<file path="src/rtl/core/region_coverage_statistics_defines.svh">
// assertion macros for the region coverage statistics rtl
// no dependencies; included by region_coverage_statistics.sv, which checks its own logic
`ifndef REGION_COVERAGE_STATISTICS_DEFINES_SVH
`define REGION_COVERAGE_STATISTICS_DEFINES_SVH

// same-cycle implication, checked outside reset
`define RCS_ASSERT_IMP(label, clk, rst, ante, cons, msg) \
  label: assert property (@(posedge clk) disable iff (rst) (ante) |-> (cons)) else $error(msg);

// next-cycle implication, checked outside reset
`define RCS_ASSERT_NXT(label, clk, rst, ante, cons, msg) \
  label: assert property (@(posedge clk) disable iff (rst) (ante) |=> (cons)) else $error(msg);

`endif

</file>
<file path="src/rtl/core/rcs_divider.sv">
// iterative restoring divider, one quotient bit per cycle
// depends on nothing outside itself
module rcs_divider #(
  parameter int NUM_W = 34,
  parameter int DEN_W = 14
) (
  input  logic             clk,
  input  logic             rst,
  input  logic             start,
  input  logic [NUM_W-1:0] num,
  input  logic [DEN_W-1:0] den,
  output logic             done,
  output logic [NUM_W-1:0] quo
);

  localparam int CNT_W = $clog2(NUM_W + 1);

  logic [NUM_W-1:0] work;
  logic [DEN_W-1:0] rem;
  logic [CNT_W-1:0] cnt;
  logic [DEN_W:0]   trial;
  logic             fits;

  assign trial = {rem, work[NUM_W-1]};
  assign fits  = trial >= {1'b0, den};
  assign quo   = work;

  always_ff @(posedge clk) begin
    if (rst) begin
      cnt  <= '0;
      done <= 1'b0;
    end else begin
      done <= 1'b0;
      if (start) begin
        cnt <= CNT_W'(NUM_W);
      end else if (cnt != '0) begin
        cnt <= cnt - 1'b1;
        if (cnt == CNT_W'(1)) begin
          done <= 1'b1;
        end
      end
    end
  end

  // quotient bits shift into the low end of the dividend register
  always_ff @(posedge clk) begin
    if (start) begin
      work <= num;
      rem  <= '0;
    end else if (cnt != '0) begin
      work <= {work[NUM_W-2:0], fits};
      rem  <= fits ? DEN_W'(trial - {1'b0, den}) : trial[DEN_W-1:0];
    end
  end

endmodule

</file>
<file path="config.mk">
export PLATFORM = sky130hd
export DESIGN_NAME = rcs_divider
export DESIGN_NICKNAME = d
export VERILOG_FILES = /design/src/rtl/core/region_coverage_statistics_defines.svh /design/src/rtl/core/rcs_divider.sv
export SDC_FILE = /design/constraint.sdc
export NUM_CORES = 1
export LEC_CHECK = 0
export ABC_AREA = 1
export BUFFER_PORTS_ARGS = -buffer_cell sky130_fd_sc_hd__buf_4
export CAP_MARGIN = 20
export CORE_MARGIN = 2
export CORE_UTILIZATION = 50
export CTS_CLUSTER_DIAMETER = 100
export DETAILED_ROUTE_END_ITERATION = 6
export GPL_TIMING_DRIVEN = 1
export PLACE_DENSITY = 0.84
export SLEW_MARGIN = 40
export SYNTH_ARGS = -nofsm -noshare
export SYNTH_HDL_FRONTEND = slang
export SYNTH_SLANG_ARGS = --single-unit
export TNS_END_PERCENT = 30
</file>
<file path="constraint.sdc">
create_clock -name clk -period 5.7 [get_ports clk]
set_clock_uncertainty 0.15 [all_clocks]
set_input_delay 0.285 -clock clk [delete_from_list [all_inputs] [get_ports clk]]
set_output_delay 0.285 -clock clk [all_outputs]
set_load 0.01 [all_outputs]
</file>
# After elaboration in Yosys (flattened, before gate mapping)
# Index checks and enable logic that the tools add are counted.
[totals]
wordCells = 20
ff_bits = 55
[op_classes]
n_addsub = 2
n_eq_ne = 1
n_reduce_logical = 4
magnitude_cmp = 1
bitwise_logic = 1
n_mux = 6
[op_table]
columns = ["op", "count"]
rows = [
  ["2-to-1 mux 34 bit", 2],
  ["greater-or-equal comparator 15 x 14 -> 1 bit", 1],
  ["2-to-1 mux 14 bit", 1],
  ["subtractor 14 bit", 1],
  ["2-to-1 mux 6 bit", 2],
  ["== test 6 x 1 -> 1 bit, second input constant", 1],
  ["nonzero test 6 bit", 1],
  ["subtractor 6 x 1 -> 6 bit, second input constant", 1],
  ["OR reduction 3 bit", 1],
  ["nonzero test 2 bit", 1],
  ["OR reduction 2 bit", 1],
  ["2-to-1 mux 1 bit", 1],
  ["NOT 1 bit", 1],
]

# Logic depth before layout (Yosys ltp)
[logic_depth]
word_depth = 3
depth_mapped = 14
depth_no_buf = 14

# Least setup slack after synthesis
# OpenSTA, ideal clock, no wires.
[synth_path]
kind = "register -> register"
from = "reg cnt[0]"
to = "reg work[0], in the netlist quo[0], enable pin"
setup_time_ns = 0.389
t_arrival_ns = 1.565
required_time_ns = 5.161
stages_incl_launch_ff = 6
setup_slack_ns = 3.597
cell_sequence = "dfxtp_1 > inv_1 > ha_1 > nand3_1 > nor2_1 > inv_1"
[synth_between]
elab_chain_cells = 2
[synth_lines]
columns = ["item", "line_no", "text"]
rows = [
  ["start: declaration", "rcs_divider.sv:20", "logic [CNT_W-1:0] cnt;"],
  ["start signal: assignment", "rcs_divider.sv:35", "cnt <= CNT_W'(NUM_W);"],
  ["start signal: assignment", "rcs_divider.sv:37", "cnt <= cnt - 1'b1;"],
  ["nonzero test 6 bit", "rcs_divider.sv:50", "end else if (cnt != '0) begin"],
  ["nonzero test 2 bit (no line)", "-", ""],
  ["end signal: assignment", "rcs_divider.sv:48", "work <= num;"],
  ["end signal: assignment", "rcs_divider.sv:51", "work <= {work[NUM_W-2:0], fits};"],
  ["end: declaration", "rcs_divider.sv:18", "logic [NUM_W-1:0] work;"],
]
# No other way between the ends.
# A chain may end at the register's enable or synchronous reset.

# Worst setup path in the final report
[layout_path]
from = "reg rem[9]"
to = "reg work[0], in the netlist quo[0] (data pin)"
[layout_between]
elab_chain_cells = 3
[layout_lines]
columns = ["item", "line_no", "text"]
rows = [
  ["start: declaration", "rcs_divider.sv:19", "logic [DEN_W-1:0] rem;"],
  ["start signal: assignment", "rcs_divider.sv:52", "rem <= fits ? DEN_W'(trial - {1'b0, den}) : trial[DEN_W-1:0];"],
  ["greater-or-equal comparator 15 x 14 -> 1 bit", "rcs_divider.sv:25", "assign fits = trial >= {1'b0, den};"],
  ["2-to-1 mux 34 bit", "rcs_divider.sv:50", ""],
  ["2-to-1 mux 34 bit", "rcs_divider.sv:47", "if (start) begin"],
]
# No other way between the ends. The select of a mux whose other input is x is not followed.

==> flow_summary.toml <==
[run_status]
status = "finished clean"

[timing]
drv_slew = 0
relSlewSlack = 0.451
post-route-min-period_ps = 2590
hold_viol = 0
rsz0062_at_grt = "no"
setup_viol = 0
fmax_mhz = 387
timing.setup.tns_ps = 0
finalCritPeriodShare = 0.454
fin_ws_ps = 3110
tightest_slew_ps = 822

[global_routing]
grt_util_met3 = 0.0398
grt_util_met2 = 0.362
grt_use_met1 = 0.298
grt_most_used_layer = "met2"
grt_usage = 0.223
grt_pass1_wl_um = 13500
overflow = 0
antenna_found_initial = 0
grt_max_degree = 46
grt_pass1_vias = 3030

[worst_hold_path]
hold_path_class = "input pin to register"
hold-path-endpoint = "cnt[1]$_SDFFE_PP0P_"
hold_depth = 2
hp-start = "rst"

[routing]
vias = 3278
ant_nets = 0
dr.first_iter.drc_count = 227
wire_per_inst_um = 12.8
firstDrtPassIters = 6
drc = 0
viasPerCell = 5.08
routed_wl_um = 8250

[synthesis]
yosysSeqAreaShare = 0.416
synth_top_family_by_area = "simple AND/OR/NAND/NOR gates"
synthCells = 486
yosys.area_share.simple = 0.359
synth-seq-cells = 55
synth_compound_area_frac = 0.0350
synth-xor-area-share = 0.0202
ys_types = 29
synthAdderAreaFrac = 0.0707
synth_mux_area_frac = 0
syn_avg_cell_area_um2 = 7.13
syn_nets = 556
yosys_warnings = 0
synth_area_um2 = 3470

[clock_network]
cts_tree = "built"
postCtsHoldBufs = 0
cts-root-buf = "clkbuf_8"
cts_setup_buffers = 0
post_cts_resized = 0
clk_latency_ps = 310
cts_buffer_depth = 2
path_clk_slew_ps = 90
cts_buffers = 5
htreeDepth = 2
cts.sink_count = 55

[place]
io_buffers = 85
dp_slack_ps = 3090
gp_congestion = 0.898
hpwl_um = 6320
dp_cells = 637
placed_area_um2 = 4130

[floorplanning]
start_util = 0.513
ioPinCount = 86
die_w_um = 87.3
die-height_um = 87.3
rows = 30
die-area_um2 = 7620
core_um2 = 6760

[setup_path]
critPathArrivalTime_ps = 2480
r2r_setup_slack_ps = 3110
crit_fanout = 15
cp_data_required_time_ps = 5590
cp-end-kind = "register"
path_class = "register to register"
timing.rr.end = "quo[0]$_DFFE_PP_"
r2r-start = "rem[9]$_SDFFE_PP0N_"
reg2reg_depth = 9
start_kind = "register"

[power]
p_leak_nw = 2.35
powerDensity_nw_per_um2 = 408
total_power_mw = 1.73
vdd_ir_drop_max_v = 0.000225

[cells_and_area]
final_common_cell = "nand2_1"
nets = 634
diodes = 0
drive_above_1_share = 0.200
syn_to_final_growth_pct = 22.5
design_area_um2 = 4250
fin_cells = 645
layout_common_cells = "nand2_1, buf_4, inv_1"

[flow_run]
max-cap-violations = 0
routing by layer:
layer  share of wire  vias to the layer above
met5               0                        -
met4           0.027                        0
met3           0.064                       20
met2            0.49                      113
met1            0.42                     1481
li1                -                     1664
cell type report:
cell class	instances	area, µm²
Clock buffer	6	82.6
Tap cell	80	100
Clock inverter	2	38.8
Multi-Input combinational cell	347	1680
Inverter	69	259
Timing Repair Buffer	86	646
Sequential cell	55	1440
Fill cell	620	2510
cell usage after synthesis:
cell / n / share of area
clkbuf_1: 7 / 0.0076
o21ai_0: 9 / 0.013
edfxtp_1: 34 / 0.29
xnor2_1: 4 / 0.010
inv_2: 2 / 0.0022
nand3_4: 1 / 0.0051
nand2_2: 8 / 0.014
inv_1: 67 / 0.073
nand3_1: 24 / 0.035
nor3_2: 1 / 0.0029
nand4_1: 12 / 0.022
a21oi_1: 10 / 0.014
nand3_2: 1 / 0.0029
and2_1: 1 / 0.0018
nor2_2: 2 / 0.0036
buf_4: 2 / 0.0043
nor2_1: 47 / 0.051
xor2_1: 4 / 0.010
nand4_2: 1 / 0.0036
a31o_2: 1 / 0.0025
buf_2: 5 / 0.0072
buf_12: 1 / 0.0058
a21oi_2: 1 / 0.0025
ha_1: 18 / 0.065
or2_1: 1 / 0.0018
nand2_1: 199 / 0.22
dfxtp_1: 21 / 0.12
a221oi_1: 1 / 0.0025
fa_1: 1 / 0.0058
critical path, cell delays in order (launching register included):
cell and delay (ps):
dfxtp_1 360, ha_1 360, nand2_1 120, inv_2 50, nand2_1 70, nand2_1 80
a21oi_2 500, nand3_4 300, inv_1 220, o21ai_0 110
flip-flops by register name (all words and copies together) (netlist names):
signal	flops
done	1
rem	14
cnt	6
quo	34
where the power goes:
part / switching, mW / internal (mW)
Clock: 0.129 / 0.145
Sequential: 0.0795 / 0.535
Combinational: 0.518 / 0.324
Total: 0.727 / 1.00
metrics by stage:
stage,util,hold WS [ps]
floorplan,-,214
global placement,0.611,309
detailed placement,0.611,326
CTS,0.629,5.12
global route,0.629,11.0
finish,0.629,8.04
kinds of logic after synthesis:
kind of cell | Yosys count
AOI/OAI and AO/OA | 22
xor gates and xnor gates | 8
adders and majority gates | 19
buffers and inverters | 84
DFF | 55
and+or+nand+nor | 298
how the worst max path moves through the flow:
stage | start | endpoint | slack, ps
2_1_floorplan | cnt[0]$_SDFFE_PP0N_ | quo[0]$_DFFE_PP_ | 3600
3_3_place_gp | cnt[0]$_SDFFE_PP0N_ | quo[29]$_DFFE_PP_ | 3170
3_5_place_dp | den[10] | quo[0]$_DFFE_PP_ | 3090
4_1_cts | cnt[0]$_SDFFE_PP0N_ | quo[14]$_DFFE_PP_ | 3140
5_1_grt | rem[9]$_SDFFE_PP0N_ | quo[0]$_DFFE_PP_ | 2930
6_report | rem[9]$_SDFFE_PP0N_ | quo[0]$_DFFE_PP_ | 3110
Note: power is estimated with default switching activity, not from simulation.
